[config.mk]
export PLATFORM = sky130hd
export DESIGN_NAME = led_blink_duty_controller
export DESIGN_NICKNAME = d
export VERILOG_FILES = /design/src/hdl/lbd_pkg.sv /design/src/hdl/lbd_lane.sv /design/src/hdl/lbd_merge.sv /design/src/hdl/led_blink_duty_controller.sv
export SDC_FILE = /design/constraint.sdc
export NUM_CORES = 2
export LEC_CHECK = 0
export BUFFER_PORTS_ARGS = -buffer_cell sky130_fd_sc_hd__buf_2
export CAP_MARGIN = 20
export CORE_MARGIN = 8
export CORE_UTILIZATION = 60
export CTS_CLUSTER_DIAMETER = 200
export DETAILED_ROUTE_END_ITERATION = 10
export HOLD_SLACK_MARGIN = 0.02
export PLACE_DENSITY_LB_ADDON = 0.1
export SLEW_MARGIN = 10
export SYNTH_ARGS = -nofsm -noshare
export SYNTH_HDL_FRONTEND = slang
export SYNTH_SLANG_ARGS = --single-unit
[constraint.sdc]
create_clock -name clk_i -period 9.5 [get_ports clk_i]
set_input_delay 0.475 -clock clk_i [delete_from_list [all_inputs] [get_ports clk_i]]
set_output_delay 0.475 -clock clk_i [all_outputs]
set_load 0.01 [all_outputs]
[src/hdl/lbd_pkg.sv]
// Shared types, codes and the percent reciprocal table for the LED blink controller.
package lbd_pkg;

  // Command codes on the func field
  typedef enum logic [2:0] {
    FUNC_SET    = 3'd0,
    FUNC_BLINK  = 3'd1,
    FUNC_UPDATE = 3'd2,
    FUNC_SLEEP  = 3'd3,
    FUNC_WAKE   = 3'd4
  } func_e;

  // Sub-commands of a set command
  typedef enum logic [2:0] {
    SM_OFF    = 3'd0,
    SM_ON     = 3'd1,
    SM_TOGGLE = 3'd2,
    SM_BLINK  = 3'd3,
    SM_FLASH  = 3'd4
  } set_mode_e;

  // Configuration register indexes
  typedef enum logic [1:0] {
    CFG_DUTY   = 2'd0,
    CFG_PERIOD = 2'd1,
    CFG_COUNT  = 2'd2
  } cfg_reg_e;

  // Operation seen by every lane after decode
  typedef enum logic [2:0] {
    LOP_NONE   = 3'd0,
    LOP_OFF    = 3'd1,
    LOP_ON     = 3'd2,
    LOP_TOGGLE = 3'd3,
    LOP_BLINK  = 3'd4,
    LOP_UPDATE = 3'd5,
    LOP_SLEEP  = 3'd6
  } lane_op_e;

  localparam int unsigned PCT_W       = 7;
  localparam int unsigned PCT_FULL    = 100;
  localparam int unsigned PERIOD_W    = 16;
  localparam int unsigned COUNT_W     = 8;
  localparam int unsigned TIME_W      = 32;
  localparam int unsigned WAIT_W      = 16;
  localparam int unsigned CFG_DATA_W  = 16;
  localparam int unsigned RECIP_SHIFT = 23;
  localparam int unsigned RECIP_W     = RECIP_SHIFT;
  localparam int unsigned PROD_W      = PERIOD_W + RECIP_W;

  localparam logic [PCT_W-1:0]      DUTY_RST   = 7'd5;
  localparam logic [PERIOD_W-1:0]   PERIOD_RST = 16'd1000;
  localparam logic [COUNT_W-1:0]    COUNT_RST  = 8'd50;
  localparam logic [PCT_W-1:0]      PCT_HUNDRED = 7'd100;
  localparam logic [WAIT_W-1:0]     WAIT_MAX   = 16'hFFFF;

  // Per-LED mode: continuous flag, blinking flag, on flag
  typedef struct packed {
    logic cont;
    logic blink;
    logic on;
  } lane_mode_t;

  // Command broadcast to the lanes
  typedef struct packed {
    lane_op_e              op;
    logic [COUNT_W-1:0]    count;
    logic [PCT_W-1:0]      pct;
    logic [PERIOD_W-1:0]   period;
    logic [TIME_W-1:0]     now;
  } lane_cmd_t;

  // What one lane reports for an item
  typedef struct packed {
    logic              pin;
    logic              lit;
    logic [WAIT_W-1:0] wait_ms;
  } lane_res_t;

  // ceil(p * 2^23 / 100): period * entry >> 23 equals floor(p * period / 100)
  // exactly for p up to 99 and any 16-bit period.
  typedef logic [RECIP_W-1:0] recip_tab_t [2**PCT_W];

  function automatic recip_tab_t build_recip();
    recip_tab_t tab;
    longint     num;
    for (int i = 0; i < 2**PCT_W; i++) begin
      num = (longint'(i) << RECIP_SHIFT) + longint'(PCT_FULL - 1);
      if (i < PCT_FULL) begin
        tab[i] = RECIP_W'(num / PCT_FULL);
      end else begin
        tab[i] = '0;
      end
    end
    return tab;
  endfunction

  localparam recip_tab_t RECIP_TAB = build_recip();

endpackage

[src/hdl/lbd_lane.sv]
// One LED lane: mode, counters and timing of a single LED and its next-state logic.
module lbd_lane (
  input  logic              clk_i,
  input  logic              rst_ni,
  input  logic              take_i,
  input  logic              sel_i,
  input  lbd_pkg::lane_cmd_t cmd_i,
  output lbd_pkg::lane_res_t res_o
);

  lbd_pkg::lane_mode_t mode_q, mode_d;
  logic [lbd_pkg::COUNT_W-1:0]  left_q, left_d;
  logic [lbd_pkg::WAIT_W-1:0]   on_wait_q, on_wait_d;
  logic [lbd_pkg::WAIT_W-1:0]   off_wait_q, off_wait_d;
  logic [lbd_pkg::TIME_W-1:0]   next_q, next_d;
  logic pin_q, pin_d;
  logic lit_q, lit_d;
  logic pre_q, pre_d;

  logic [lbd_pkg::PROD_W-1:0]   on_prod, off_prod;
  logic [lbd_pkg::PCT_W-1:0]    off_pct;
  logic [lbd_pkg::TIME_W-1:0]   remain;
  logic [lbd_pkg::WAIT_W-1:0]   wait_ms;
  logic                         due;

  // Scale the period by the on and off shares for a new blink
  assign off_pct  = lbd_pkg::PCT_HUNDRED - cmd_i.pct;
  assign on_prod  = lbd_pkg::PROD_W'(cmd_i.period)
                  * lbd_pkg::PROD_W'(lbd_pkg::RECIP_TAB[cmd_i.pct]);
  assign off_prod = lbd_pkg::PROD_W'(cmd_i.period)
                  * lbd_pkg::PROD_W'(lbd_pkg::RECIP_TAB[off_pct]);

  // Time until the next change, saturated to the wait width
  assign due    = cmd_i.now >= next_q;
  assign remain = next_q - cmd_i.now;

  // Next state of the lane for the current command
  always_comb begin
    mode_d     = mode_q;
    left_d     = left_q;
    on_wait_d  = on_wait_q;
    off_wait_d = off_wait_q;
    next_d     = next_q;
    pin_d      = pin_q;
    lit_d      = lit_q;
    pre_d      = pre_q;
    wait_ms    = '0;
    case (cmd_i.op)
      lbd_pkg::LOP_OFF, lbd_pkg::LOP_ON, lbd_pkg::LOP_TOGGLE: begin
        if (sel_i) begin
          if (cmd_i.op == lbd_pkg::LOP_TOGGLE) begin
            mode_d.on = ~mode_q.on;
          end else begin
            mode_d    = '0;
            mode_d.on = (cmd_i.op == lbd_pkg::LOP_ON);
          end
          pin_d = mode_d.on && !mode_d.blink && !mode_d.cont;
          lit_d = |mode_d;
        end
      end
      lbd_pkg::LOP_BLINK: begin
        if (sel_i) begin
          if (!mode_q.blink && !mode_q.cont) begin
            pre_d = pre_q | lit_q;
          end
          mode_d.cont  = (cmd_i.count == '0);
          mode_d.blink = 1'b1;
          mode_d.on    = 1'b0;
          left_d       = cmd_i.count;
          on_wait_d    = on_prod[lbd_pkg::PROD_W-1:lbd_pkg::RECIP_SHIFT];
          off_wait_d   = off_prod[lbd_pkg::PROD_W-1:lbd_pkg::RECIP_SHIFT];
          next_d       = cmd_i.now;
        end
      end
      lbd_pkg::LOP_SLEEP: begin
        pin_d = 1'b0;
        lit_d = 1'b0;
      end
      lbd_pkg::LOP_UPDATE: begin
        if (mode_q.blink) begin
          if (due) begin
            if (mode_q.on) begin
              // end of the on phase
              mode_d.on = 1'b0;
              pin_d     = 1'b0;
              lit_d     = 1'b0;
              if (!mode_q.cont) begin
                left_d = left_q - lbd_pkg::COUNT_W'(1'b1);
              end
              wait_ms = off_wait_q;
              next_d  = cmd_i.now + lbd_pkg::TIME_W'(off_wait_q);
            end else if (left_q == '0 && !mode_q.cont) begin
              // blink done: restore the state held before it began
              mode_d    = '0;
              mode_d.on = pre_q;
              pin_d     = pre_q;
              lit_d     = pre_q;
              pre_d     = 1'b0;
            end else begin
              mode_d.on = 1'b1;
              pin_d     = 1'b1;
              lit_d     = 1'b1;
              wait_ms   = on_wait_q;
              next_d    = cmd_i.now + lbd_pkg::TIME_W'(on_wait_q);
            end
          end else begin
            wait_ms = (|remain[lbd_pkg::TIME_W-1:lbd_pkg::WAIT_W]) ? lbd_pkg::WAIT_MAX
                                                                  : remain[lbd_pkg::WAIT_W-1:0];
          end
        end
      end
      default: begin
      end
    endcase
  end

  // Report the post-item levels and this lane's wait
  always_comb begin
    res_o.pin     = pin_d;
    res_o.lit     = lit_d;
    res_o.wait_ms = wait_ms;
  end

  // Advance lane state on each accepted item
  always_ff @(posedge clk_i or negedge rst_ni) begin
    if (!rst_ni) begin
      mode_q     <= '0;
      left_q     <= '0;
      on_wait_q  <= '0;
      off_wait_q <= '0;
      next_q     <= '0;
      pin_q      <= 1'b0;
      lit_q      <= 1'b0;
      pre_q      <= 1'b0;
    end else if (take_i) begin
      mode_q     <= mode_d;
      left_q     <= left_d;
      on_wait_q  <= on_wait_d;
      off_wait_q <= off_wait_d;
      next_q     <= next_d;
      pin_q      <= pin_d;
      lit_q      <= lit_d;
      pre_q      <= pre_d;
    end
  end

endmodule

[src/hdl/lbd_merge.sv]
// Merge stage: registers lane results, picks the shortest nonzero wait, holds the output item.
module lbd_merge #(
  parameter int unsigned NUM_LEDS = 3
) (
  input  logic                        clk_i,
  input  logic                        rst_ni,
  input  logic                        take_i,
  input  logic                        cancel_i,
  input  lbd_pkg::lane_res_t          lane_res_i [NUM_LEDS],
  output logic                        in_stall_o,
  output logic                        out_valid_o,
  input  logic                        out_stall_i,
  output logic [NUM_LEDS-1:0]         led_drive_o,
  output logic [NUM_LEDS-1:0]         led_state_o,
  output logic                        timer_cancel_o,
  output logic                        timer_start_o,
  output logic [lbd_pkg::WAIT_W-1:0]  next_wait_ms_o
);

  logic                s1_valid_q, s1_valid_d;
  lbd_pkg::lane_res_t  s1_res_q [NUM_LEDS];
  logic                s1_cancel_q;
  logic                out_valid_q, out_valid_d;
  logic                out_adv;

  logic [NUM_LEDS-1:0]          drive;
  logic [NUM_LEDS-1:0]          lit;
  logic [lbd_pkg::WAIT_W:0]     best;
  logic [lbd_pkg::WAIT_W:0]     key;

  logic [NUM_LEDS-1:0]          drive_q;
  logic [NUM_LEDS-1:0]          lit_q;
  logic                         cancel_q;
  logic [lbd_pkg::WAIT_W-1:0]   wait_q;

  // Output register moves when empty or taken
  assign out_adv    = !out_valid_q || !out_stall_i;
  assign in_stall_o = s1_valid_q && !out_adv;

  // Hold stage one until the output register frees up
  always_comb begin
    s1_valid_d = s1_valid_q;
    if (take_i) begin
      s1_valid_d = 1'b1;
    end else if (out_adv) begin
      s1_valid_d = 1'b0;
    end
    out_valid_d = out_adv ? s1_valid_q : out_valid_q;
  end

  // Shortest nonzero wait over the lanes; a zero wait ranks below every real one
  always_comb begin
    best = {1'b1, {lbd_pkg::WAIT_W{1'b0}}};
    key  = '0;
    for (int i = 0; i < NUM_LEDS; i++) begin
      drive[i] = s1_res_q[i].pin;
      lit[i]   = s1_res_q[i].lit;
      key = (s1_res_q[i].wait_ms == '0) ? {1'b1, {lbd_pkg::WAIT_W{1'b0}}}
                                        : {1'b0, s1_res_q[i].wait_ms};
      if (key < best) begin
        best = key;
      end
    end
  end

  always_ff @(posedge clk_i or negedge rst_ni) begin
    if (!rst_ni) begin
      s1_valid_q  <= 1'b0;
      out_valid_q <= 1'b0;
    end else begin
      s1_valid_q  <= s1_valid_d;
      out_valid_q <= out_valid_d;
    end
  end

  // Capture lane results of an accepted item
  always_ff @(posedge clk_i) begin
    if (take_i) begin
      s1_res_q    <= lane_res_i;
      s1_cancel_q <= cancel_i;
    end
  end

  // Load the output item
  always_ff @(posedge clk_i) begin
    if (s1_valid_q && out_adv) begin
      drive_q  <= drive;
      lit_q    <= lit;
      cancel_q <= s1_cancel_q;
      wait_q   <= best[lbd_pkg::WAIT_W] ? '0 : best[lbd_pkg::WAIT_W-1:0];
    end
  end

  assign out_valid_o    = out_valid_q;
  assign led_drive_o    = drive_q;
  assign led_state_o    = lit_q;
  assign timer_cancel_o = cancel_q;
  assign timer_start_o  = (wait_q != '0);
  assign next_wait_ms_o = wait_q;

endmodule

[src/hdl/led_blink_duty_controller.sv]
// Top level of the LED blink controller: decode, configuration, lanes and merge stage.
//
// Usage:
//   Input channel (in_valid_i / in_stall_o) takes one command item per cycle:
//   set, blink, update, enter sleep or exit sleep, with its mask, blink
//   parameters and the current time in ms. Output channel (out_valid_o /
//   out_stall_i) returns exactly one item per command: pin levels, remembered
//   state bits, the timer cancel flag and, for update, the shortest wait.
//   Each LED has its own lane; all lanes work on the same item in parallel
//   and a merge stage reduces their waits.
//   Path: an accepted item is held in the stage register and then in the
//   output register.
//   Throughput: one item per cycle unless stalled, set by the lane next-state
//   logic, whose single 16x23 multiply per share serves blink commands only.
//   Stall: the output register and the stage behind it keep two items; with
//   both full and out_stall_i high, in_stall_o rises and the lanes hold.
//   Reset: all LEDs off, no blinking, awake, defaults 5 %, 1000 ms, 50 flashes.
//   Configuration writes (cfg_we_i) take effect at once; write them while idle.
module led_blink_duty_controller #(
  parameter int unsigned NUM_LEDS = 3
) (
  input  logic                           clk_i,
  input  logic                           rst_ni,
  // configuration
  input  logic                           cfg_we_i,
  input  logic [1:0]                     cfg_index_i,
  input  logic [lbd_pkg::CFG_DATA_W-1:0] cfg_wdata_i,
  // command items
  input  logic                           in_valid_i,
  output logic                           in_stall_o,
  input  logic [2:0]                     func_i,
  input  logic [NUM_LEDS-1:0]            led_mask_i,
  input  logic [2:0]                     set_mode_i,
  input  logic [lbd_pkg::COUNT_W-1:0]    blink_count_i,
  input  logic [7:0]                     duty_percent_i,
  input  logic [lbd_pkg::PERIOD_W-1:0]   period_ms_i,
  input  logic [lbd_pkg::TIME_W-1:0]     now_i,
  // result items
  output logic                           out_valid_o,
  input  logic                           out_stall_i,
  output logic [NUM_LEDS-1:0]            led_drive_o,
  output logic [NUM_LEDS-1:0]            led_state_o,
  output logic                           timer_cancel_o,
  output logic                           timer_start_o,
  output logic [lbd_pkg::WAIT_W-1:0]     next_wait_ms_o
);

  logic [lbd_pkg::PCT_W-1:0]    duty_q;
  logic [lbd_pkg::PERIOD_W-1:0] period_q;
  logic [lbd_pkg::COUNT_W-1:0]  count_q;
  logic                         sleeping_q, sleeping_d;

  logic                         take;
  logic                         is_blink;
  logic [7:0]                   blk_pct;
  logic [lbd_pkg::PERIOD_W-1:0] blk_period;
  logic [lbd_pkg::COUNT_W-1:0]  blk_count;
  logic                         cancel;
  lbd_pkg::lane_cmd_t           cmd;
  lbd_pkg::lane_res_t           lane_res [NUM_LEDS];

  assign take = in_valid_i && !in_stall_o;

  // Write configuration registers
  always_ff @(posedge clk_i or negedge rst_ni) begin
    if (!rst_ni) begin
      duty_q   <= lbd_pkg::DUTY_RST;
      period_q <= lbd_pkg::PERIOD_RST;
      count_q  <= lbd_pkg::COUNT_RST;
    end else if (cfg_we_i) begin
      case (lbd_pkg::cfg_reg_e'(cfg_index_i))
        lbd_pkg::CFG_DUTY:   duty_q   <= cfg_wdata_i[lbd_pkg::PCT_W-1:0];
        lbd_pkg::CFG_PERIOD: period_q <= cfg_wdata_i[lbd_pkg::PERIOD_W-1:0];
        lbd_pkg::CFG_COUNT:  count_q  <= cfg_wdata_i[lbd_pkg::COUNT_W-1:0];
        default: begin
        end
      endcase
    end
  end

  // Pick blink parameters: explicit or the defaults
  always_comb begin
    is_blink   = 1'b0;
    blk_pct    = duty_percent_i;
    blk_period = period_ms_i;
    blk_count  = blink_count_i;
    case (lbd_pkg::func_e'(func_i))
      lbd_pkg::FUNC_BLINK: is_blink = 1'b1;
      lbd_pkg::FUNC_SET: begin
        if (set_mode_i inside {lbd_pkg::SM_BLINK, lbd_pkg::SM_FLASH}) begin
          is_blink   = 1'b1;
          blk_pct    = {1'b0, duty_q};
          blk_period = period_q;
          blk_count  = (set_mode_i == lbd_pkg::SM_FLASH) ? count_q : 8'd1;
        end
      end
      default: begin
      end
    endcase
  end

  // Decode the item into one lane operation
  always_comb begin
    cmd.op     = lbd_pkg::LOP_NONE;
    cmd.count  = blk_count;
    cmd.pct    = blk_pct[lbd_pkg::PCT_W-1:0];
    cmd.period = blk_period;
    cmd.now    = now_i;
    cancel     = 1'b0;
    sleeping_d = sleeping_q;
    if (is_blink) begin
      if (led_mask_i == '0 || blk_pct == '0 || blk_period == '0) begin
        cmd.op = lbd_pkg::LOP_OFF;
      end else if (blk_pct >= 8'(lbd_pkg::PCT_FULL)) begin
        cmd.op = lbd_pkg::LOP_ON;
      end else begin
        cmd.op = lbd_pkg::LOP_BLINK;
        cancel = 1'b1;
      end
    end else begin
      case (lbd_pkg::func_e'(func_i))
        lbd_pkg::FUNC_SET: begin
          case (lbd_pkg::set_mode_e'(set_mode_i))
            lbd_pkg::SM_OFF:    cmd.op = lbd_pkg::LOP_OFF;
            lbd_pkg::SM_ON:     cmd.op = lbd_pkg::LOP_ON;
            lbd_pkg::SM_TOGGLE: cmd.op = lbd_pkg::LOP_TOGGLE;
            default:            cmd.op = lbd_pkg::LOP_NONE;
          endcase
        end
        lbd_pkg::FUNC_UPDATE: begin
          cmd.op = sleeping_q ? lbd_pkg::LOP_NONE : lbd_pkg::LOP_UPDATE;
        end
        lbd_pkg::FUNC_SLEEP: begin
          cmd.op     = lbd_pkg::LOP_SLEEP;
          sleeping_d = 1'b1;
        end
        lbd_pkg::FUNC_WAKE: begin
          sleeping_d = 1'b0;
        end
        default: begin
        end
      endcase
    end
  end

  always_ff @(posedge clk_i or negedge rst_ni) begin
    if (!rst_ni) begin
      sleeping_q <= 1'b0;
    end else if (take) begin
      sleeping_q <= sleeping_d;
    end
  end

  // One lane per LED
  for (genvar g = 0; g < NUM_LEDS; g++) begin : g_lane
    lbd_lane u_lane (
      .clk_i  (clk_i),
      .rst_ni (rst_ni),
      .take_i (take),
      .sel_i  (led_mask_i[g]),
      .cmd_i  (cmd),
      .res_o  (lane_res[g])
    );
  end

  lbd_merge #(
    .NUM_LEDS (NUM_LEDS)
  ) u_merge (
    .clk_i          (clk_i),
    .rst_ni         (rst_ni),
    .take_i         (take),
    .cancel_i       (cancel),
    .lane_res_i     (lane_res),
    .in_stall_o     (in_stall_o),
    .out_valid_o    (out_valid_o),
    .out_stall_i    (out_stall_i),
    .led_drive_o    (led_drive_o),
    .led_state_o    (led_state_o),
    .timer_cancel_o (timer_cancel_o),
    .timer_start_o  (timer_start_o),
    .next_wait_ms_o (next_wait_ms_o)
  );

endmodule

# After elaboration in Yosys (flattened, before gate mapping)
# Memories as Yosys holds them, arrays and structs flattened.
# Cells that the tools add are included.
[classes] n_addsub=13 mul=2 order_cmp=9 n_eq_ne=46 mux=167 bitwise_logic=9 reduce_logical=89
[op_table] cell="32-bit 2-to-1 mux" n=15
[op_table] cell="16-bit 2-to-1 mux" n=14
[op_table] cell="32-bit by 16-bit adder with 32-bit output" n=6
[op_table] cell="32-bit one-hot mux with 2 select lines" n=3
[op_table] cell="8-bit 2-to-1 mux" n=20
[op_table] cell="17-bit 2-to-1 mux" n=6
[op_table] cell="32-bit >= comparator" n=3
[op_table] cell="32-bit subtractor" n=3
[op_table] cell="23-bit 2-to-1 mux" n=4
[op_table] cell="16-bit by 23-bit multiplier with 39-bit output" n=2
[op_table] cell="16-bit logical NOT" n=4
[op_table] cell="1-bit 2-to-1 mux" n=55
[op_table] cell="3-bit 2-to-1 mux" n=16
[op_table] cell="8-bit one-hot mux with 2 select lines" n=3
[op_table] cell="8-bit AND reduction" n=6
[op_table] cell="16-bit OR reduction" n=3
[op_table] cell="8-bit logical NOT" n=5
[op_table] cell="3-bit one-hot mux with 3 select lines" n=4
[op_table] cell="6-bit AND reduction" n=6
[op_table] cell="17-bit less-than comparator" n=2
[op_table] cell="2-bit 2-to-1 mux" n=15
[op_table] cell="2-bit by 1-bit inequality test with 1-bit output (second input constant)" n=15
[op_table] cell="2-bit inequality test (second input constant)" n=12
[op_table] cell="8-bit by 1-bit subtractor with 8-bit output (second input constant)" n=3
[op_table] cell="other kinds (30)" n=110
[totals] reg_bits=346 mem_bits_ro=5888 in_bits=96 output_inout_bits=26 word_cells=387 mem_count=2
[memory_table] memory="(name not given)" words=128 word_bits=23 read_ports=1 rd_ports_with_merged_regs=0 write_ports=0 line="lbd_lane.sv:29" text="* lbd_pkg::PROD_W'(lbd_pkg::RECIP_TAB[cmd_i.pct]);"
[memory_table] memory="(name not given)" words=128 word_bits=23 read_ports=1 rd_ports_with_merged_regs=0 write_ports=0 line="lbd_lane.sv:31" text="* lbd_pkg::PROD_W'(lbd_pkg::RECIP_TAB[off_pct]);"

# Depth between registers and ports, before layout
[depth] depth_word=18 mapped_depth=49 ltp_nobuf=42

# By module
# A second synthesis with hierarchy kept.
[hier_totals] cells_unflattened=13766 area_unflattened_um2=109591.4
[by_module_without_submodules] mod="lbd_lane at g_lane[0].u_lane" n_inst=1 cells_per_inst=4508 area_each_um2=35318.9 seq_area_each_um2=1951.9
[by_module_without_submodules] mod="lbd_lane at g_lane[1].u_lane" n_inst=1 cells_per_inst=4379 area_each_um2=34280.4 seq_area_each_um2=1951.9
[by_module_without_submodules] mod="lbd_lane at g_lane[2].u_lane" n_inst=1 cells_per_inst=4327 area_each_um2=34003.9 seq_area_each_um2=1951.9
[by_module_without_submodules] mod="lbd_merge" n_inst=1 cells_per_inst=340 area_each_um2=4033.9 seq_area_each_um2=2392.3
[by_module_without_submodules] mod="led_blink_duty_controller" n_inst=1 cells_per_inst=212 area_each_um2=1954.4 seq_area_each_um2=814.5

# Least setup slack after synthesis
# No wires, ideal clock.
[synth_timing] path_type="in2reg" start="input func_i[0]" end="register g_lane[1].u_lane.off_wait_q[4] (netlist name)" arrival_time_ps=10535 required_ps=9375 setup_slack_ps=-1160 path_stages=47 n_path_buf=10 cell_sequence="buf_6 or3_1 buf_4 o21ai_2 o211ai_4 inv_4 buf_6 clkbuf_1 buf_1 clkbuf_1 ha_1 clkbuf_1 clkbuf_1 clkbuf_1 nand2_1 nand2_1 nand2_1 a21oi_1 [... 11 more ...] inv_1 fa_1 inv_1 fa_1 ha_1 a21o_1 a21o_1 a21oi_1 o21ai_0 a21oi_1 o21bai_1 a21o_1 a21oi_1 nor2_1 a311oi_1 nand2_1 xor2_1 mux2_2"
[synth_between] elab_chain_len=9 word_cells_on_any_way=24
[synth_lines] item="start: declaration" line="led_blink_duty_controller.sv:31" text="input logic [2:0] func_i,"
[synth_lines] item="branches (longest 9 deep; another with 16-bit by 23-bit multiplier with 39-bit output)"
[synth_lines] item="end signal: assignment" line="lbd_lane.sv:139" text="off_wait_q <= off_wait_d;"
[synth_lines] item="end: declaration" line="lbd_lane.sv:14" text="logic [lbd_pkg::WAIT_W-1:0] off_wait_q, off_wait_d;"
# Parallel ways; which one is timed is not known. The select of a mux whose other input is x is not followed.
# A chain may end at the register's enable or synchronous reset.

# Final worst setup path
[layout_timing] start="register duty_q[0] (netlist name)" end="register g_lane[0].u_lane.off_wait_q[4] (netlist name)"
[layout_between] elab_chain_len=9 word_cells_on_any_way=17
[layout_lines] item="start: declaration" line="led_blink_duty_controller.sv:48" text="logic [lbd_pkg::PCT_W-1:0] duty_q;"
[layout_lines] item="start signal: assignment" line="led_blink_duty_controller.sv:67" text="duty_q <= lbd_pkg::DUTY_RST;"
[layout_lines] item="start signal: assignment" line="led_blink_duty_controller.sv:72" text="lbd_pkg::CFG_DUTY: duty_q <= cfg_wdata_i[lbd_pkg::PCT_W-1:0];"
[layout_lines] item="8-bit 2-to-1 mux *" line="led_blink_duty_controller.sv:90" text="if (set_mode_i inside {lbd_pkg::SM_BLINK, lbd_pkg::SM_FLASH}) begin"
[layout_lines] item="8-bit 2-to-1 mux *" line="led_blink_duty_controller.sv:87" text="case (lbd_pkg::func_e'(func_i))"
[layout_lines] item="branches (longest 7 deep; another with 16-bit by 23-bit multiplier with 39-bit output)"
[layout_lines] item="end signal: assignment" line="lbd_lane.sv:139"
[layout_lines] item="end: declaration" line="lbd_lane.sv:14"
# Every way passes the cells marked *. The select of a mux whose other input is x is not followed.

==> report_table.html <==
<table>
<tr><th>Metric</th><th>Value</th></tr>
<tr><th colspan="2">Yosys</th></tr>
<tr><td>Dominant register cell in the synthesized netlist</td><td>dfrtp_1</td></tr>
<tr><td>Post-synth top area share</td><td>22.2%</td></tr>
<tr><td>Net count after synthesis</td><td>between 7000 and 8000</td></tr>
<tr><td>Post-synthesis instance area</td><td>around 53000 µm²</td></tr>
<tr><td>Synth unique cells</td><td>112</td></tr>
<tr><td>Area leader, netlist</td><td>fa_1</td></tr>
<tr><td>Most frequent cell after synthesis</td><td>nand2_1</td></tr>
<tr><td>Average instance area after synthesis</td><td>8.21 µm²</td></tr>
<tr><td>Warnings, synthesis</td><td>0</td></tr>
<tr><td>Number of enable flip-flop cells after synthesis</td><td>78</td></tr>
<tr><td>Gate count after technology mapping</td><td>between 6000 and 7000</td></tr>
<tr><td>Post-synthesis sequential element count</td><td>346</td></tr>
<tr><td>Post-synthesis sequential area ratio</td><td>17.1%</td></tr>
<tr><td>Top post-synthesis cells by count</td><td>nand2_1, inv_1, fa_1</td></tr>
<tr><td>Post-synthesis async set-or-reset flop share</td><td>77.5%</td></tr>
<tr><td>Ranking of synthesized cells by area</td><td>fa_1, dfrtp_1, ha_1, nand2_1, inv_1</td></tr>
<tr><th colspan="2">Routing</th></tr>
<tr><td>Top routing layer used</td><td>met5</td></tr>
<tr><td>Number of detailed-route iterations in the first pass</td><td>6</td></tr>
<tr><td>Remaining number of nets flagged by the antenna check after routing</td><td>0</td></tr>
<tr><td>Detailed-route wire length on metal 1</td><td>71.4 mm</td></tr>
<tr><td>Detailed-route DRC error count</td><td>0</td></tr>
<tr><td>Via Count</td><td>49900</td></tr>
<tr><td>Detail Route met2 WL</td><td>86.6 mm</td></tr>
<tr><td>Routed length on met3</td><td>16.2 mm</td></tr>
<tr><td>Count of routing violations after the opening detailed-route iteration</td><td>5193</td></tr>
<tr><td>WL/cell</td><td>23.3 µm</td></tr>
<tr><td>Avg Vias per Cell</td><td>6.20</td></tr>
<tr><td>Wire length reported by the detailed router</td><td>188 mm</td></tr>
<tr><th colspan="2">CTS</th></tr>
<tr><td>Root Buffer Master</td><td>clkbuf_16</td></tr>
<tr><td>CTS clk-pin slew, worst paths</td><td>0.08 ns</td></tr>
<tr><td>Total CTS buffers</td><td>37</td></tr>
<tr><td>Htree depth</td><td>2</td></tr>
<tr><td>Worst-skew pair later-pin latency</td><td>0.58 ns</td></tr>
<tr><td>Clock tree sinks</td><td>346</td></tr>
<tr><td>CTS tree</td><td>yes</td></tr>
<tr><td>Maximum count of clock buffers along a single path</td><td>3</td></tr>
<tr><th colspan="2">Timing</th></tr>
<tr><td>Setup violations, final</td><td>0</td></tr>
<tr><td>Hold Slack</td><td>0.143 ns</td></tr>
<tr><td>Highest achievable clock rate</td><td>108 MHz</td></tr>
<tr><td>Post-route clock skew</td><td>0.0335 ns</td></tr>
<tr><td>Pin slew with the least headroom to its limit</td><td>1.09 ns</td></tr>
<tr><td>Final worst path period need</td><td>9.24 ns</td></tr>
<tr><td>Normalized max-slew margin</td><td>27.2%</td></tr>
<tr><td>Final slew viol count</td><td>0</td></tr>
<tr><td>Sum of negative setup slack</td><td>0 ns</td></tr>
<tr><td>Share of the clock period used by the worst path</td><td>97.3%</td></tr>
<tr><td>Hold Fails Final Rpt</td><td>0</td></tr>
<tr><td>Worst path setup slack after routing</td><td>~0.26 ns</td></tr>
<tr><th colspan="2">Layout</th></tr>
<tr><td>Footprint of the multi-input gates</td><td>39700 µm²</td></tr>
<tr><td>Storage cell area</td><td>just over 9000 µm²</td></tr>
<tr><td>Fin nets</td><td>7950</td></tr>
<tr><td>Design Area, Final</td><td>about 60000 µm²</td></tr>
<tr><td>Proportion of layout cells with a drive suffix above 1</td><td>between 10% and 20%</td></tr>
<tr><td>Layout filler cell count</td><td>around 7400</td></tr>
<tr><td>Synth-to-layout area growth</td><td>13.9%</td></tr>
<tr><th colspan="2">GRT</th></tr>
<tr><td>Vias in the first global route</td><td>50100</td></tr>
<tr><td>Wire length of the first global-routing pass</td><td>290 mm</td></tr>
<tr><td>Congestion Overflow GR</td><td>0</td></tr>
<tr><td>Number of antenna violations at the first check in global routing</td><td>13</td></tr>
<tr><td>Maximum number of pins on one net before global-route repair</td><td>82</td></tr>
<tr><td>Combined global-route utilization of all metal layers</td><td>a little under two fifths</td></tr>
<tr><th colspan="2">Critical path</th></tr>
<tr><td>Number of buffers and inverters on the critical path</td><td>10</td></tr>
<tr><td>Slowest cell on the critical path</td><td>dfstp_2</td></tr>
<tr><td>Most numerous cell on the critical path</td><td>fa_1</td></tr>
<tr><td>Critical path class</td><td>flip-flop to flip-flop</td></tr>
<tr><td>Critical path's top delay family</td><td>adder cells</td></tr>
<tr><td>Critical path required time</td><td>~10 ns</td></tr>
<tr><td>Critical path startpoint category</td><td>flip-flop</td></tr>
<tr><td>Worst setup slack for register-to-register paths</td><td>0.26 ns</td></tr>
<tr><td>Critical path capture point type</td><td>flip-flop</td></tr>
<tr><td>WP data arrival</td><td>9.69 ns</td></tr>
<tr><td>Critical path fanouts, max</td><td>19</td></tr>
<tr><td>Critical path's largest stage delay</td><td>0.55 ns</td></tr>
<tr><th colspan="2">Die</th></tr>
<tr><td>Die span in x</td><td>313 µm</td></tr>
<tr><td>Rows</td><td>around 110</td></tr>
<tr><td>IO Count</td><td>approximately 120</td></tr>
<tr><td>Area enclosed by the die boundary</td><td>98100 µm²</td></tr>
<tr><td>Starting density of the core</td><td>about three fifths</td></tr>
<tr><td>Core ar.</td><td>about 88000 µm²</td></tr>
<tr><td>Die height</td><td>313 µm</td></tr>
<tr><th colspan="2">Placed design</th></tr>
<tr><td>Placement Setup Slack</td><td>-0.310 ns</td></tr>
<tr><td>HPWL Detailed</td><td>152 mm</td></tr>
<tr><td>Post-placement cell area</td><td>58700 µm²</td></tr>
<tr><td>Final weighted congestion of routability-driven global placement</td><td>a little over 1</td></tr>
<tr><td>Number of buffers added on ports</td><td>121</td></tr>
<tr><th colspan="2">Run status</th></tr>
<tr><td>Result of the run</td><td>finished clean</td></tr>
<tr><th colspan="2">Min path</th></tr>
<tr><td>Worst min-delay path class</td><td>input port to flip-flop</td></tr>
<tr><th colspan="2">Flow run</th></tr>
<tr><td>Max-cap violation count</td><td>0</td></tr>
</table>
==> metal layers <==
metal,vias to the layer above,GRT usage [%]
li1,22500,-
met1,24300,46.6
met2,2521,61.4
met3,631,6.69
met4,10,22.1
met5,-,0
==> layout by cell type, fill, tap and decap left out, types with 57 or more instances in the layout <==
master | Yosys | layout
xnor2_1 | 136 | 135
buf_4 | 6 | 552
a211oi_1 | 65 | 63
buf_2 | 28 | 121
and2_1 | 141 | 141
mux2_2 | 130 | 130
mux2i_1 | 58 | 57
ha_1 | 416 | 405
nor2_1 | 501 | 496
inv_1 | 859 | 858
a21o_1 | 115 | 115
o21ai_0 | 319 | 314
edfxtp_1 | 78 | 78
a21oi_1 | 454 | 449
nand2_1 | 918 | 912
dfrtp_1 | 257 | 257
fa_1 | 588 | 585
nand3_1 | 79 | 78
nor3_1 | 119 | 116
==> stage by stage <==
stage | std cells | utilization [%]
after floorplan | 6455 | -
after global placement | 7963 | 66.7
after detailed placement | 7965 | 66.7
after CTS | 8034 | 68.3
after global routing | 8049 | 68.6
final | 8050 | 68.6
==> registers in the layout, summed over array words and instances, names as in the netlist, 7 cells and up <==
signal / count
u_merge.s1_res_q: 48
duty_q: 7
g_lane.u_lane.next_q: 96
g_lane.u_lane.mode_q: 9
g_lane.u_lane.off_wait_q: 48
count_q: 8
u_merge.next_wait_ms_o: 16
g_lane.u_lane.left_q: 24
g_lane.u_lane.on_wait_q: 48
period_q: 16
==> final timing paths <==
path	startpoint	end	cells after the start
min in group asynchronous	rst_ni	g_lane[1].u_lane.next_q[25]$_DFFE_PN0P_	2
setup reg to reg	duty_q[0]$_DFFE_PN1P_	g_lane[0].u_lane.off_wait_q[4]$_DFFE_PN0P_	41
setup / recovery	duty_q[0]$_DFFE_PN1P_	g_lane[0].u_lane.off_wait_q[4]$_DFFE_PN0P_	41
max in group asynchronous	rst_ni	g_lane[0].u_lane.left_q[0]$_DFFE_PN0P_	3
hold / removal	cfg_wdata_i[14]	period_q[14]$_DFFE_PN0P_	2
hold reg to reg	u_merge.lit[0]$_DFFE_PP_	u_merge.led_state_o[0]$_DFFE_PP_	0
==> cell type report <==
cell class | instances | area share [%]
Clock inverter | 29 | 0.688
Tap cell | 1165 | 2.42
Antenna cell | 6 | 0.0249
Sequential cell | 346 | 15.0
Timing Repair Buffer | 711 | 9.02
Clock buffer | 39 | 1.58
Multi-Input combinational cell | 4890 | 65.9
Inverter | 864 | 5.38
==> logic make-up (layout without fill, tap and decap cells) <==
logic type | Yosys count | after routing | synth area share, %
DFF | 346 | 346 | 17.1
AOI/OAI and AO/OA | 1476 | 1476 | 18.0
buffers and inverters | 1219 | 1643 | 8.80
adders and majority gates | 1004 | 1004 | 32.0
muxes | 193 | 193 | 3.99
other | 0 | 6 | 0
and+or+nand+nor | 2050 | 2050 | 17.3
xor gates and xnor gates | 167 | 167 | 2.82
==> what timing repair did <==
action	4_1_cts	5_1_grt
buffers inserted	0	9
hold endpoints to repair	73	0
gates resized for setup	0	41
hold buffers	1	0
setup endpoints to repair	0	85
Power is not shown: default switching activity piles up to over one toggle a cycle in this logic, so the estimate is an artifact.
